[src/rtc_pkg.sv]
// shared types, codes and helper functions for the serial real-time clock
// no dependencies
`default_nettype none

package rtc_pkg;

  // classified pin request handed from the front to the back
  typedef struct packed {
    logic        is_read;
    logic [15:0] elapsed;
    logic        run_cmd;
    logic        shift_clk;
    logic        data_pin;
  } item_t;

  // request and response of the shared remainder unit
  typedef struct packed {
    logic        start;
    logic [31:0] num;
    logic [31:0] den;
  } mod_req_t;

  typedef struct packed {
    logic        busy;
    logic        done;
    logic [31:0] rem;
  } mod_rsp_t;

  localparam logic [23:0] CPS_RESET = 24'd12000000;
  localparam logic [31:0] PI_RESET  = 32'd187500;

  // serial commands
  localparam logic [3:0] CMD_HOLD     = 4'd0;
  localparam logic [3:0] CMD_SHIFT    = 4'd1;
  localparam logic [3:0] CMD_SET      = 4'd2;
  localparam logic [3:0] CMD_READ     = 4'd3;
  localparam logic [3:0] CMD_F64      = 4'd4;
  localparam logic [3:0] CMD_F256     = 4'd5;
  localparam logic [3:0] CMD_F2048    = 4'd6;
  localparam logic [3:0] CMD_F4096    = 4'd7;
  localparam logic [3:0] CMD_I1       = 4'd8;
  localparam logic [3:0] CMD_I10      = 4'd9;
  localparam logic [3:0] CMD_I30      = 4'd10;
  localparam logic [3:0] CMD_I60      = 4'd11;
  localparam logic [3:0] CMD_IRESET   = 4'd12;
  localparam logic [3:0] CMD_START    = 4'd13;
  localparam logic [3:0] CMD_STOP     = 4'd14;

  // shift register modes
  localparam logic [1:0] SM_HOLD  = 2'd0;
  localparam logic [1:0] SM_SHIFT = 2'd1;
  localparam logic [1:0] SM_SET   = 2'd2;

  // timing pulse modes
  localparam logic [1:0] PM_RUN     = 2'd0;
  localparam logic [1:0] PM_ONESHOT = 2'd1;
  localparam logic [1:0] PM_STOP    = 2'd2;

  // two bcd digits of a value below 100, tens by reciprocal multiply
  function automatic logic [7:0] to_bcd(input logic [6:0] v);
    logic [14:0] p;
    logic [3:0]  t;
    logic [6:0]  o;
    p = {8'd0, v} * 15'd205;
    t = p[14:11];
    o = v - {3'd0, t} * 7'd10;
    return {t, o[3:0]};
  endfunction

  // low digit plus ten times high digit
  function automatic logic [7:0] from_bcd(input logic [7:0] b);
    return 8'(b[3:0]) + 8'(b[7:4]) * 8'd10;
  endfunction

  // month length, anything outside one to twelve counts 31
  function automatic logic [4:0] month_len(input logic [3:0] m, input logic [6:0] y);
    logic [4:0] d;
    case (m)
      4'd2:                   d = (y[1:0] == 2'd0) ? 5'd29 : 5'd28;
      4'd4, 4'd6, 4'd9, 4'd11: d = 5'd30;
      default:                d = 5'd31;
    endcase
    return d;
  endfunction

endpackage

`default_nettype wire

[src/rtc_if.sv]
// valid/ready channels of the serial real-time clock
// no dependencies
`default_nettype none

interface rtc_in_if;
  logic        valid;
  logic        ready;
  logic        func;
  logic [15:0] elapsed;
  logic        clk_pin;
  logic        stb_pin;
  logic        data_pin;
  modport source(output valid, func, elapsed, clk_pin, stb_pin, data_pin, input ready);
  modport sink(input valid, func, elapsed, clk_pin, stb_pin, data_pin, output ready);
endinterface

interface rtc_out_if;
  logic valid;
  logic ready;
  logic data_out;
  logic tp_out;
  modport source(output valid, data_out, tp_out, input ready);
  modport sink(input valid, data_out, tp_out, output ready);
endinterface

`default_nettype wire

[src/rtc_front.sv]
// front: accepts pin requests, finds strobe and clock edges, two-entry queue
// depends on rtc_pkg, rtc_if
`default_nettype none

module rtc_front (
  input  wire logic          clk,
  input  wire logic          rst,
  rtc_in_if.sink             item,
  output rtc_pkg::item_t     q_item,
  output logic               q_valid,
  input  wire logic          q_pop
);

  rtc_pkg::item_t mem [2];
  logic           wptr;
  logic           rptr;
  logic [1:0]     count;
  logic           last_clk;
  logic           last_stb;
  logic           push;
  rtc_pkg::item_t cls;

  assign item.ready = (count != 2'd2);
  assign push       = item.valid && item.ready;
  assign q_valid    = (count != 2'd0);
  assign q_item     = mem[rptr];

  // classify against the pin levels of the previous write
  always_comb begin
    cls.is_read   = item.func;
    cls.elapsed   = item.elapsed;
    cls.run_cmd   = !item.func && item.stb_pin && !last_stb;
    cls.shift_clk = !item.func && !item.stb_pin && item.clk_pin && !last_clk;
    cls.data_pin  = item.data_pin;
  end

  // pin history
  always_ff @(posedge clk) begin
    if (rst) begin
      last_clk <= 1'b0;
      last_stb <= 1'b0;
    end else if (push && !item.func) begin
      last_clk <= item.clk_pin;
      last_stb <= item.stb_pin;
    end
  end

  // queue storage
  always_ff @(posedge clk) begin
    if (push) mem[wptr] <= cls;
  end

  // queue pointers
  always_ff @(posedge clk) begin
    if (rst) begin
      wptr  <= 1'b0;
      rptr  <= 1'b0;
      count <= 2'd0;
    end else begin
      if (push) wptr <= !wptr;
      if (q_pop) rptr <= !rptr;
      count <= count + 2'(push) - 2'(q_pop);
    end
  end

endmodule

`default_nettype wire

[src/rtc_mod.sv]
// shared remainder unit, restoring, one quotient bit per cycle
// depends on rtc_pkg
`default_nettype none

module rtc_mod (
  input  wire logic        clk,
  input  wire logic        rst,
  input  rtc_pkg::mod_req_t req,
  output rtc_pkg::mod_rsp_t rsp
);

  logic        busy;
  logic        done;
  logic [4:0]  cnt;
  logic [31:0] num;
  logic [31:0] den;
  logic [31:0] rem;
  logic [32:0] trial;
  logic [32:0] diff;

  assign trial = {rem, num[31]};
  assign diff  = trial - {1'b0, den};

  assign rsp.busy = busy;
  assign rsp.done = done;
  assign rsp.rem  = (den == 32'd0) ? 32'd0 : rem;

  // control
  always_ff @(posedge clk) begin
    if (rst) begin
      busy <= 1'b0;
      done <= 1'b0;
      cnt  <= 5'd0;
    end else begin
      done <= 1'b0;
      if (req.start && !busy) begin
        busy <= 1'b1;
        cnt  <= 5'd0;
      end else if (busy) begin
        cnt <= cnt + 5'd1;
        if (cnt == 5'd31) begin
          busy <= 1'b0;
          done <= 1'b1;
        end
      end
    end
  end

  // datapath
  always_ff @(posedge clk) begin
    if (req.start && !busy) begin
      num <= req.num;
      den <= req.den;
      rem <= 32'd0;
    end else if (busy) begin
      num <= {num[30:0], 1'b0};
      rem <= diff[32] ? trial[31:0] : diff[31:0];
    end
  end

endmodule

`default_nettype wire

[src/rtc_back.sv]
// back: prescalers, calendar, command execution and result register
// depends on rtc_pkg, rtc_if; uses the shared remainder unit through ports
`default_nettype none

module rtc_back (
  input  wire logic          clk,
  input  wire logic          rst,
  input  wire logic          cfg_we,
  input  wire logic [23:0]   cfg_wdata,
  input  rtc_pkg::item_t     q_item,
  input  wire logic          q_valid,
  output logic               q_pop,
  output rtc_pkg::mod_req_t  mod_req,
  input  rtc_pkg::mod_rsp_t  mod_rsp,
  rtc_out_if.source          result
);

  typedef enum logic [6:0] {
    S_IDLE  = 7'b0000001,
    S_PULSE = 7'b0000010,
    S_PWAIT = 7'b0000100,
    S_SEC   = 7'b0001000,
    S_SWAIT = 7'b0010000,
    S_ACT   = 7'b0100000,
    S_CWAIT = 7'b1000000
  } state_t;

  state_t         state;
  rtc_pkg::item_t cur;
  logic [23:0]    cps;
  logic [5:0]     sec;
  logic [5:0]     minute;
  logic [4:0]     hour;
  logic [4:0]     day_of_month;
  logic [3:0]     month_num;
  logic [6:0]     year_num;
  logic [2:0]     week_day;
  logic [1:0]     shift_mode;
  logic [1:0]     pulse_mode;
  logic [47:0]    shift_reg;
  logic [3:0]     cmd_reg;
  logic [31:0]    sec_count;
  logic [31:0]    pulse_count;
  logic [31:0]    pulse_interval;
  logic           pulse_level;
  logic           ovalid;
  logic           odata;
  logic           otp;

  logic [31:0] pc_sum;
  logic [31:0] sc_sum;
  logic [31:0] cps32;
  logic [31:0] new_pi;
  logic        out_free;

  // calendar one second later
  logic [5:0] sec_next;
  logic [5:0] minute_next;
  logic [4:0] hour_next;
  logic [4:0] day_next;
  logic [3:0] month_next;
  logic [6:0] year_next;
  logic [2:0] wday_next;

  assign cps32    = {8'd0, cps};
  assign pc_sum   = pulse_count + {16'd0, cur.elapsed};
  assign sc_sum   = sec_count + {16'd0, cur.elapsed};
  assign out_free = !ovalid || result.ready;
  assign q_pop    = (state == S_IDLE) && q_valid;

  assign result.valid    = ovalid;
  assign result.data_out = odata;
  assign result.tp_out   = otp;

  // compare before incrementing so out-of-range fields still roll over
  always_comb begin
    logic [5:0] dd;
    logic [4:0] dim;
    logic [3:0] m4;
    logic [6:0] y7;
    sec_next    = sec;
    minute_next = minute;
    hour_next   = hour;
    day_next    = day_of_month;
    month_next  = month_num;
    year_next   = year_num;
    wday_next   = week_day;
    dim = rtc_pkg::month_len(month_num, year_num);
    dd  = {1'b0, day_of_month} + 6'd1;
    m4  = month_num + 4'd1;
    y7  = year_num + 7'd1;
    if (sec < 6'd59) begin
      sec_next = sec + 6'd1;
    end else begin
      sec_next = 6'd0;
      if (minute < 6'd59) begin
        minute_next = minute + 6'd1;
      end else begin
        minute_next = 6'd0;
        if (hour < 5'd23) begin
          hour_next = hour + 5'd1;
        end else begin
          hour_next = 5'd0;
          wday_next = (week_day >= 3'd6) ? 3'd0 : week_day + 3'd1;
          if (dd > {1'b0, dim}) begin
            day_next = 5'd1;
            if (month_num >= 4'd12) begin
              month_next = 4'd1;
              year_next  = (year_num >= 7'd99) ? 7'd0 : y7;
            end else begin
              month_next = m4;
            end
          end else begin
            day_next = dd[4:0];
          end
        end
      end
    end
  end

  // pulse interval chosen by the pending command
  always_comb begin
    case (cmd_reg)
      rtc_pkg::CMD_F256:  new_pi = cps32 >> 8;
      rtc_pkg::CMD_F2048: new_pi = cps32 >> 11;
      rtc_pkg::CMD_F4096: new_pi = cps32 >> 12;
      default:            new_pi = cps32 >> 6;
    endcase
  end

  // remainder requests
  always_comb begin
    mod_req.start = 1'b0;
    mod_req.num   = pc_sum;
    mod_req.den   = pulse_interval;
    case (state)
      S_PULSE: mod_req.start = (pulse_mode != rtc_pkg::PM_STOP) && (pc_sum >= pulse_interval);
      S_SEC: begin
        mod_req.start = (sc_sum >= cps32);
        mod_req.num   = sc_sum;
        mod_req.den   = cps32;
      end
      S_ACT: begin
        mod_req.start = !cur.is_read && cur.run_cmd &&
                        (cmd_reg == rtc_pkg::CMD_HOLD || cmd_reg == rtc_pkg::CMD_F64 ||
                         cmd_reg == rtc_pkg::CMD_F256 || cmd_reg == rtc_pkg::CMD_F2048 ||
                         cmd_reg == rtc_pkg::CMD_F4096);
        mod_req.num   = pulse_count;
        mod_req.den   = new_pi;
      end
      default: mod_req.start = 1'b0;
    endcase
  end

  // configuration register
  always_ff @(posedge clk) begin
    if (rst) cps <= rtc_pkg::CPS_RESET;
    else if (cfg_we) cps <= cfg_wdata;
  end

  // sequencer and clock state
  always_ff @(posedge clk) begin
    if (rst) begin
      state          <= S_IDLE;
      sec            <= 6'd0;
      minute         <= 6'd0;
      hour           <= 5'd0;
      day_of_month   <= 5'd1;
      month_num      <= 4'd1;
      year_num       <= 7'd0;
      week_day       <= 3'd0;
      shift_mode     <= rtc_pkg::SM_HOLD;
      pulse_mode     <= rtc_pkg::PM_RUN;
      shift_reg      <= 48'd0;
      cmd_reg        <= 4'd0;
      sec_count      <= 32'd0;
      pulse_count    <= 32'd0;
      pulse_interval <= rtc_pkg::PI_RESET;
      pulse_level    <= 1'b0;
      ovalid         <= 1'b0;
    end else begin
      if (ovalid && result.ready && !(state == S_ACT && cur.is_read)) ovalid <= 1'b0;
      case (state)
        S_IDLE: begin
          if (q_valid) begin
            cur   <= q_item;
            state <= S_PULSE;
          end
        end
        // timing pulse counter
        S_PULSE: begin
          state <= mod_req.start ? S_PWAIT : S_SEC;
          if (pulse_mode != rtc_pkg::PM_STOP) begin
            pulse_count <= pc_sum;
            if (pc_sum < pulse_interval && pulse_mode != rtc_pkg::PM_ONESHOT)
              pulse_level <= (pc_sum >= (pulse_interval >> 1));
          end
        end
        S_PWAIT: begin
          if (mod_rsp.done) begin
            pulse_count <= mod_rsp.rem;
            pulse_level <= (mod_rsp.rem >= (pulse_interval >> 1));
            if (pulse_mode == rtc_pkg::PM_ONESHOT) pulse_mode <= rtc_pkg::PM_RUN;
            state <= S_SEC;
          end
        end
        // seconds prescaler
        S_SEC: begin
          sec_count <= sc_sum;
          state     <= (sc_sum >= cps32) ? S_SWAIT : S_ACT;
        end
        S_SWAIT: begin
          if (mod_rsp.done) begin
            sec_count    <= mod_rsp.rem;
            sec          <= sec_next;
            minute       <= minute_next;
            hour         <= hour_next;
            day_of_month <= day_next;
            month_num    <= month_next;
            year_num     <= year_next;
            week_day     <= wday_next;
            state        <= S_ACT;
          end
        end
        // read result, command or serial shift
        S_ACT: begin
          if (cur.is_read) begin
            if (out_free) begin
              ovalid <= 1'b1;
              odata  <= (shift_mode == rtc_pkg::SM_HOLD) ? (sec_count >= (cps32 >> 1))
                                                         : shift_reg[0];
              otp    <= pulse_level;
              state  <= S_IDLE;
            end
          end else if (cur.run_cmd) begin
            // hold and frequency commands wait for the counter reduction
            state <= mod_req.start ? S_CWAIT : S_IDLE;
            case (cmd_reg)
              rtc_pkg::CMD_HOLD: begin
                shift_mode     <= rtc_pkg::SM_HOLD;
                pulse_mode     <= rtc_pkg::PM_RUN;
                pulse_interval <= new_pi;
              end
              rtc_pkg::CMD_SHIFT: shift_mode <= rtc_pkg::SM_SHIFT;
              rtc_pkg::CMD_SET: begin
                shift_mode   <= rtc_pkg::SM_SET;
                sec          <= 6'(rtc_pkg::from_bcd(shift_reg[7:0]));
                minute       <= 6'(rtc_pkg::from_bcd(shift_reg[15:8]));
                hour         <= 5'(rtc_pkg::from_bcd(shift_reg[23:16]));
                day_of_month <= 5'(rtc_pkg::from_bcd(shift_reg[31:24]));
                week_day     <= shift_reg[34:32];
                month_num    <= shift_reg[39:36];
                year_num     <= 7'(rtc_pkg::from_bcd(shift_reg[47:40]));
              end
              rtc_pkg::CMD_READ: begin
                shift_mode <= rtc_pkg::SM_HOLD;
                shift_reg  <= {rtc_pkg::to_bcd(year_num), month_num, 1'b0, week_day,
                               rtc_pkg::to_bcd({2'd0, day_of_month}),
                               rtc_pkg::to_bcd({2'd0, hour}),
                               rtc_pkg::to_bcd({1'b0, minute}),
                               rtc_pkg::to_bcd({1'b0, sec})};
              end
              rtc_pkg::CMD_F64, rtc_pkg::CMD_F256, rtc_pkg::CMD_F2048,
              rtc_pkg::CMD_F4096: begin
                pulse_mode     <= rtc_pkg::PM_RUN;
                pulse_interval <= new_pi;
              end
              rtc_pkg::CMD_I1: begin
                pulse_mode <= rtc_pkg::PM_RUN;
                pulse_interval <= cps32;
                pulse_count <= 32'd0;
              end
              rtc_pkg::CMD_I10: begin
                pulse_mode <= rtc_pkg::PM_RUN;
                pulse_interval <= (cps32 << 3) + (cps32 << 1);
                pulse_count <= 32'd0;
              end
              rtc_pkg::CMD_I30: begin
                pulse_mode <= rtc_pkg::PM_RUN;
                pulse_interval <= (cps32 << 5) - (cps32 << 1);
                pulse_count <= 32'd0;
              end
              rtc_pkg::CMD_I60: begin
                pulse_mode <= rtc_pkg::PM_RUN;
                pulse_interval <= (cps32 << 6) - (cps32 << 2);
                pulse_count <= 32'd0;
              end
              rtc_pkg::CMD_IRESET: begin
                pulse_mode  <= rtc_pkg::PM_ONESHOT;
                pulse_level <= 1'b1;
              end
              rtc_pkg::CMD_START: pulse_mode <= rtc_pkg::PM_RUN;
              rtc_pkg::CMD_STOP:  pulse_mode <= rtc_pkg::PM_STOP;
              default: ;
            endcase
          end else begin
            state <= S_IDLE;
            if (cur.shift_clk) begin
              if (shift_mode == rtc_pkg::SM_SHIFT)
                shift_reg <= {cmd_reg[0], shift_reg[47:1]};
              cmd_reg <= {cur.data_pin, cmd_reg[3:1]};
            end
          end
        end
        // pulse counter reduced to the new interval
        S_CWAIT: begin
          if (mod_rsp.done) begin
            pulse_count <= mod_rsp.rem;
            state       <= S_IDLE;
          end
        end
        default: state <= S_IDLE;
      endcase
    end
  end

endmodule

`default_nettype wire

[src/serial_rtc_with_timing_pulse.sv]
// top level of the serial real-time clock with timing pulse
// depends on rtc_pkg, rtc_if, rtc_front, rtc_mod, rtc_back
//
// channel  dir  handshake    payload
// item     in   valid/ready  func, elapsed, clk_pin, stb_pin, data_pin
// result   out  valid/ready  data_out, tp_out (one per read request)
// cfg      in   cfg_we       cfg_wdata = cycles_per_second
//
// a request passes through the idle, pulse, seconds and action states in the
// back, plus a wait state for each wrap that needs a remainder (pulse counter,
// seconds prescaler, hold or frequency command) from the shared bit-serial remainder unit.
// a two-entry queue lets the front take requests while the back works.
// rst is synchronous and clears all clock and pulse state; a stalled result
// holds the back only on the next read request.
`default_nettype none

module serial_rtc_with_timing_pulse (
  input  wire logic        clk,
  input  wire logic        rst,
  rtc_in_if.sink           item,
  rtc_out_if.source        result,
  input  wire logic        cfg_we,
  input  wire logic [23:0] cfg_wdata
);

  rtc_pkg::item_t    q_item;
  logic              q_valid;
  logic              q_pop;
  rtc_pkg::mod_req_t mod_req;
  rtc_pkg::mod_rsp_t mod_rsp;

  rtc_front u_front (
    .clk     (clk),
    .rst     (rst),
    .item    (item),
    .q_item  (q_item),
    .q_valid (q_valid),
    .q_pop   (q_pop)
  );

  rtc_mod u_mod (
    .clk (clk),
    .rst (rst),
    .req (mod_req),
    .rsp (mod_rsp)
  );

  rtc_back u_back (
    .clk       (clk),
    .rst       (rst),
    .cfg_we    (cfg_we),
    .cfg_wdata (cfg_wdata),
    .q_item    (q_item),
    .q_valid   (q_valid),
    .q_pop     (q_pop),
    .mod_req   (mod_req),
    .mod_rsp   (mod_rsp),
    .result    (result)
  );

  // back pops only what the queue holds
  a_pop_valid: assert property (@(posedge clk) disable iff (rst) q_pop |-> q_valid)
    else $error("queue popped while empty");

  // remainder unit is never restarted while busy
  a_mod_free: assert property (@(posedge clk) disable iff (rst)
    mod_req.start |-> !mod_rsp.busy)
    else $error("remainder request while busy");

  // completion follows a busy cycle
  a_mod_done: assert property (@(posedge clk) disable iff (rst)
    mod_rsp.done |-> $past(mod_rsp.busy))
    else $error("remainder done without work");

  // no new request is taken while the remainder unit runs
  a_pop_idle: assert property (@(posedge clk) disable iff (rst)
    mod_rsp.busy |-> !q_pop)
    else $error("pop during remainder");

endmodule

`default_nettype wire
[src/flat_wrapper.sv]
// flat-port wrapper written by rule: the top's interface ports become plain ports
module serial_rtc_with_timing_pulse_flat 
  (clk, rst, cfg_we, cfg_wdata, item_valid, item_func, item_elapsed, item_clk_pin, item_stb_pin, item_data_pin, item_ready, result_valid, result_data_out, result_tp_out, result_ready);
  rtc_in_if item_i ();
  rtc_out_if result_i ();
  input  wire logic clk;
  input  wire logic rst;
  input  wire logic cfg_we;
  input  wire logic [23:0] cfg_wdata;
  input wire logic [$bits(item_i.valid)-1:0] item_valid;
  input wire logic [$bits(item_i.func)-1:0] item_func;
  input wire logic [$bits(item_i.elapsed)-1:0] item_elapsed;
  input wire logic [$bits(item_i.clk_pin)-1:0] item_clk_pin;
  input wire logic [$bits(item_i.stb_pin)-1:0] item_stb_pin;
  input wire logic [$bits(item_i.data_pin)-1:0] item_data_pin;
  output wire logic [$bits(item_i.ready)-1:0] item_ready;
  output wire logic [$bits(result_i.valid)-1:0] result_valid;
  output wire logic [$bits(result_i.data_out)-1:0] result_data_out;
  output wire logic [$bits(result_i.tp_out)-1:0] result_tp_out;
  input wire logic [$bits(result_i.ready)-1:0] result_ready;
  assign item_i.valid = item_valid;
  assign item_i.func = item_func;
  assign item_i.elapsed = item_elapsed;
  assign item_i.clk_pin = item_clk_pin;
  assign item_i.stb_pin = item_stb_pin;
  assign item_i.data_pin = item_data_pin;
  assign item_ready = item_i.ready;
  assign result_valid = result_i.valid;
  assign result_data_out = result_i.data_out;
  assign result_tp_out = result_i.tp_out;
  assign result_i.ready = result_ready;
  serial_rtc_with_timing_pulse u_core (.clk(clk), .rst(rst), .item(item_i), .result(result_i), .cfg_we(cfg_we), .cfg_wdata(cfg_wdata));
endmodule
[config.mk]
export PLATFORM = sky130hd
export DESIGN_NAME = serial_rtc_with_timing_pulse_flat
export DESIGN_NICKNAME = d
export VERILOG_FILES = /design/src/rtc_pkg.sv /design/src/rtc_if.sv /design/src/rtc_front.sv /design/src/rtc_mod.sv /design/src/rtc_back.sv /design/src/serial_rtc_with_timing_pulse.sv /design/src/flat_wrapper.sv
export SDC_FILE = /design/constraint.sdc
export NUM_CORES = 2
export LEC_CHECK = 0
export BUFFER_PORTS_ARGS = -buffer_cell sky130_fd_sc_hd__buf_2
export CAP_MARGIN = 5
export CORE_MARGIN = 5
export CORE_UTILIZATION = 56
export DETAILED_ROUTE_END_ITERATION = 7
export PLACE_DENSITY = 0.78
export RECOVER_POWER = 100
export SKIP_CTS_REPAIR_TIMING = 1
export SYNTH_ARGS = -nofsm -noshare
export SYNTH_HDL_FRONTEND = slang
export SYNTH_SLANG_ARGS = --single-unit
[constraint.sdc]
create_clock -name clk -period 9.44 [get_ports clk]
set_input_delay 0.944 -clock clk [delete_from_list [all_inputs] [get_ports clk]]
set_output_delay 0.944 -clock clk [all_outputs]
set_load 0.01 [all_outputs]
==> impl_metrics.env <==
export IMPL_crit_path_frequent_cell="o21ai_0"
export IMPL_seq_power_share=0.337
export IMPL_path_clk_slew_ps=60
export IMPL_cts_tree="done"
export IMPL_clkPwrFrac=0.316
export IMPL_synth_fa_ha_area_frac=0.188
export IMPL_syn2layout_area_growth_pct=7.26
export IMPL_violations="max-capacitance violations, max-slew violations"
export IMPL_vias=30100
export IMPL_peakVddDrop_mv=0.200
export IMPL_multi_input_area_um2=21700
export IMPL_route_met2_wl_mm=44.2
export IMPL_synth_yosys_warnings=0
export IMPL_initialDrtViolationCount=3591
export IMPL_powerDensity_nw_per_um2=175
export IMPL_holdPathStages=2
export IMPL_power_switching_mw=2.25
export IMPL_drc=0
export IMPL_dpl_hpwl_mm=76.2
export IMPL_holdCritPathClass="reg2reg"
export IMPL_intPower_mw=3.88
export IMPL_power_mw=6.13
export IMPL_wl_met3_mm=11.1
export IMPL_dieArea_um2=63200
export IMPL_wl_met1_mm=41.6
export IMPL_async_flop_share=0
export IMPL_relSlewSlack=-1.81
export IMPL_syn_inst=3843
export IMPL_drtPass1Iterations=7
export IMPL_ff_latch_area_um2=9060
export IMPL_clockBufferDepth=3
export IMPL_place_congestion=1.01
export IMPL_synthMuxAreaShare=0.0351
export IMPL_avgSynthCellArea_um2=8.49
export IMPL_min_period_ps=7790
export IMPL_die_h_um=251
export IMPL_status="finished with violations"
export IMPL_finalCritPeriodShare=0.825
export IMPL_clk_latency_ps=600
export IMPL_core_um2=57700
export IMPL_setup_tns_ps=0
export IMPL_seq_area_frac_synth=0.278
export IMPL_netlist_top_cell_by_area="ha_1"
export IMPL_grt_max_degree=92
export IMPL_grt_pass1_vias=28400
export IMPL_switching_share=0.367
export IMPL_avgViaCountPerCell=6.53
export IMPL_grt_usage=0.315
export IMPL_grt_pass1_wl_mm=161
export IMPL_die_w_um=251
export IMPL_start_util=0.565
export IMPL_synth_top_cells_by_count="ha_1, nand2_1, nor2_1, inv_1, a21oi_1"
export IMPL_largest_register_ffs=48
export IMPL_clock_fmax_ghz=0.128
export IMPL_ys_flop_type="dfxtp_1"
export IMPL_synth_compound_gate_area_share=0.239
export IMPL_setup_viol=0
export IMPL_fillers=5050
export IMPL_io_pins=53
export IMPL_yosys_register_bits=390
export IMPL_cp_arrival_ps=7830
export IMPL_cpPeakStageDelay_ps=1020
export IMPL_r2r_cells=19
export IMPL_power_leakage_nw=15.0
export IMPL_antenna_left=0
export IMPL_hold_viol=0
export IMPL_rsz0062_at_grt="no"
export IMPL_grt_overflow_total=0
export IMPL_cp_top_family="compound AO/OA/AOI/OAI gates"
export IMPL_cp_depth=19
export IMPL_cts_buffers=45
export IMPL_clkSinkCount=390
export IMPL_synth_top_family_by_area="compound AO/OA/AOI/OAI gates"
export IMPL_antenna_found_initial=1
export IMPL_synthSimpleGateAreaFrac=0.155
export IMPL_crit_chain="ha_1 > o21a_1 > o21ai_0 > o21ba_2 > o31ai_1 > a21oi_1 > o21ai_0 > nor2_1 > xor2_1 > ha_1 > a211oi_1 > o21ai_0 > a211oi_1 > o211ai_1 > nand2_1 > o311a_1 > o211a_1 > inv_1 > clkbuf_1"
export IMPL_h_tree_depth=2
export IMPL_synthesis_nets=4359
export IMPL_drive_above_1_share=0.0505
export IMPL_wl_per_cell_um=22.4
export IMPL_synth_xor_area_frac=0.0502
export IMPL_startpoint_type="flip-flop"
export IMPL_crit_buf_inv=2
export IMPL_cap_violations=13
export IMPL_synth_top_cells_by_area="ha_1, dfxtp_1, edfxtp_1, a21oi_1, nand2_1"
export IMPL_yosys_cell_count_top_type="ha_1"
export IMPL_skew_ps=22.0
export IMPL_p_comb_frac=0.346
export IMPL_required_ps=9480
export IMPL_fin_nets=4321
export IMPL_cp_max_fo=32
export IMPL_post_synth_instance_area_um2=32600
export IMPL_finalMaxSlewViolations=577
export IMPL_synth_distinct_cells=87
export IMPL_holdWs_ps=453
export IMPL_top_layer="met4"
export IMPL_synth_top_area_frac=0.164
export IMPL_row_count=88
export IMPL_cts_root_buffer="clkbuf_16"
export IMPL_portBuffers=52
export IMPL_routed_wl_mm=103
export IMPL_cp_slowest_cell="o211a_1"
export IMPL_crit_path_end_kind="flip-flop"
export IMPL_tightest_slew_ps=4210
export IMPL_synth_edff_count=125
export IMPL_worstSetupPathType="reg2reg"
-- routing by layer --
metal / vias up / global-route usage
met1: 14100 / 0.416
met5: - / 0
met2: 1502 / 0.486
met4: 0 / 0.157
li1: 14100 / -
met3: 353 / 0.0747
-- cell type report --
class / instances / share of cell area
timing repair buffer: 109 / 0.0174
sequential: 390 / 0.259
inverter: 275 / 0.0295
clock buffer: 54 / 0.0340
antenna: 1 / 0.0000715
multi-input combinational: 2984 / 0.621
clock inverter: 29 / 0.0119
tap: 765 / 0.0274
-- power groups by stage --
stage	Sequential (mW)	Clock, mW	Combinational, mW
floorplan	2.01	0	1.50
global placement	2.08	0	2.04
detailed placement	2.09	0	2.05
CTS	2.06	1.96	2.07
global route	2.08	2.03	2.31
finish	2.07	1.94	2.12
-- logic make-up (layout without fill, tap and decap cells) --
family,count (synthesis),in the layout
AO/OA/AOI/OAI,1157,1157
buffers and inverters,469,467
flip-flops,390,390
adder cells (fa/ha/maj),467,467
multiplexers,100,100
XOR/XNOR,187,187
other,0,1
AND/OR/NAND/NOR,1073,1073
-- final timing paths --
check	from	end	slack, ps
max reg2reg	u_core.u_back.cur[9]	u_core.u_mod.num[2]	1650
min	u_core.u_back.shift_reg[35]	u_core.u_back.shift_reg[35]	450
min reg2reg	u_core.u_back.shift_reg[35]	u_core.u_back.shift_reg[35]	450
max	u_core.u_back.cur[9]	u_core.u_mod.num[2]	1650
-- worst register-to-register path, stage by stage (launching register included) --
cell and delay, ps:
edfxtp_1 410, ha_1 370, o21a_1 230, o21ai_0 270, o21ba_2 220, o31ai_1 720, a21oi_1 300, o21ai_0 840
nor2_1 190, xor2_1 230, ha_1 210, a211oi_1 250, o21ai_0 140, a211oi_1 270, o211ai_1 200, nand2_1 110
o311a_1 360, o211a_1 1020, inv_1 90, clkbuf_1 780
-- metrics by stage --
step                area, um^2  std cells   util  worst slack, ps
detailed placement       33600       4523  0.582             2930
global route             35000       4606  0.606             1270
finish                   35000       4607  0.606             1650
floorplan                32600       3843      -             4210
global placement         33600       4523  0.582             3030
CTS                      35200       4606  0.610             2880
-- layout by cell type (no fill, tap or decap), types with 46 or more instances in the layout --
master and count:
a211oi_1 91, nand2_1 316, a21o_1 94, dfxtp_1 263, nor2_1 305, xor2_1 65
o21ai_0 217, clkbuf_16 46, nand3_1 94, nor3_1 64, edfxtp_1 125, o211ai_1 65
mux2i_1 53, ha_1 428, a21oi_1 272, a22oi_1 63, inv_1 274, xnor2_1 122
Power figures use the tool's default switching activity.
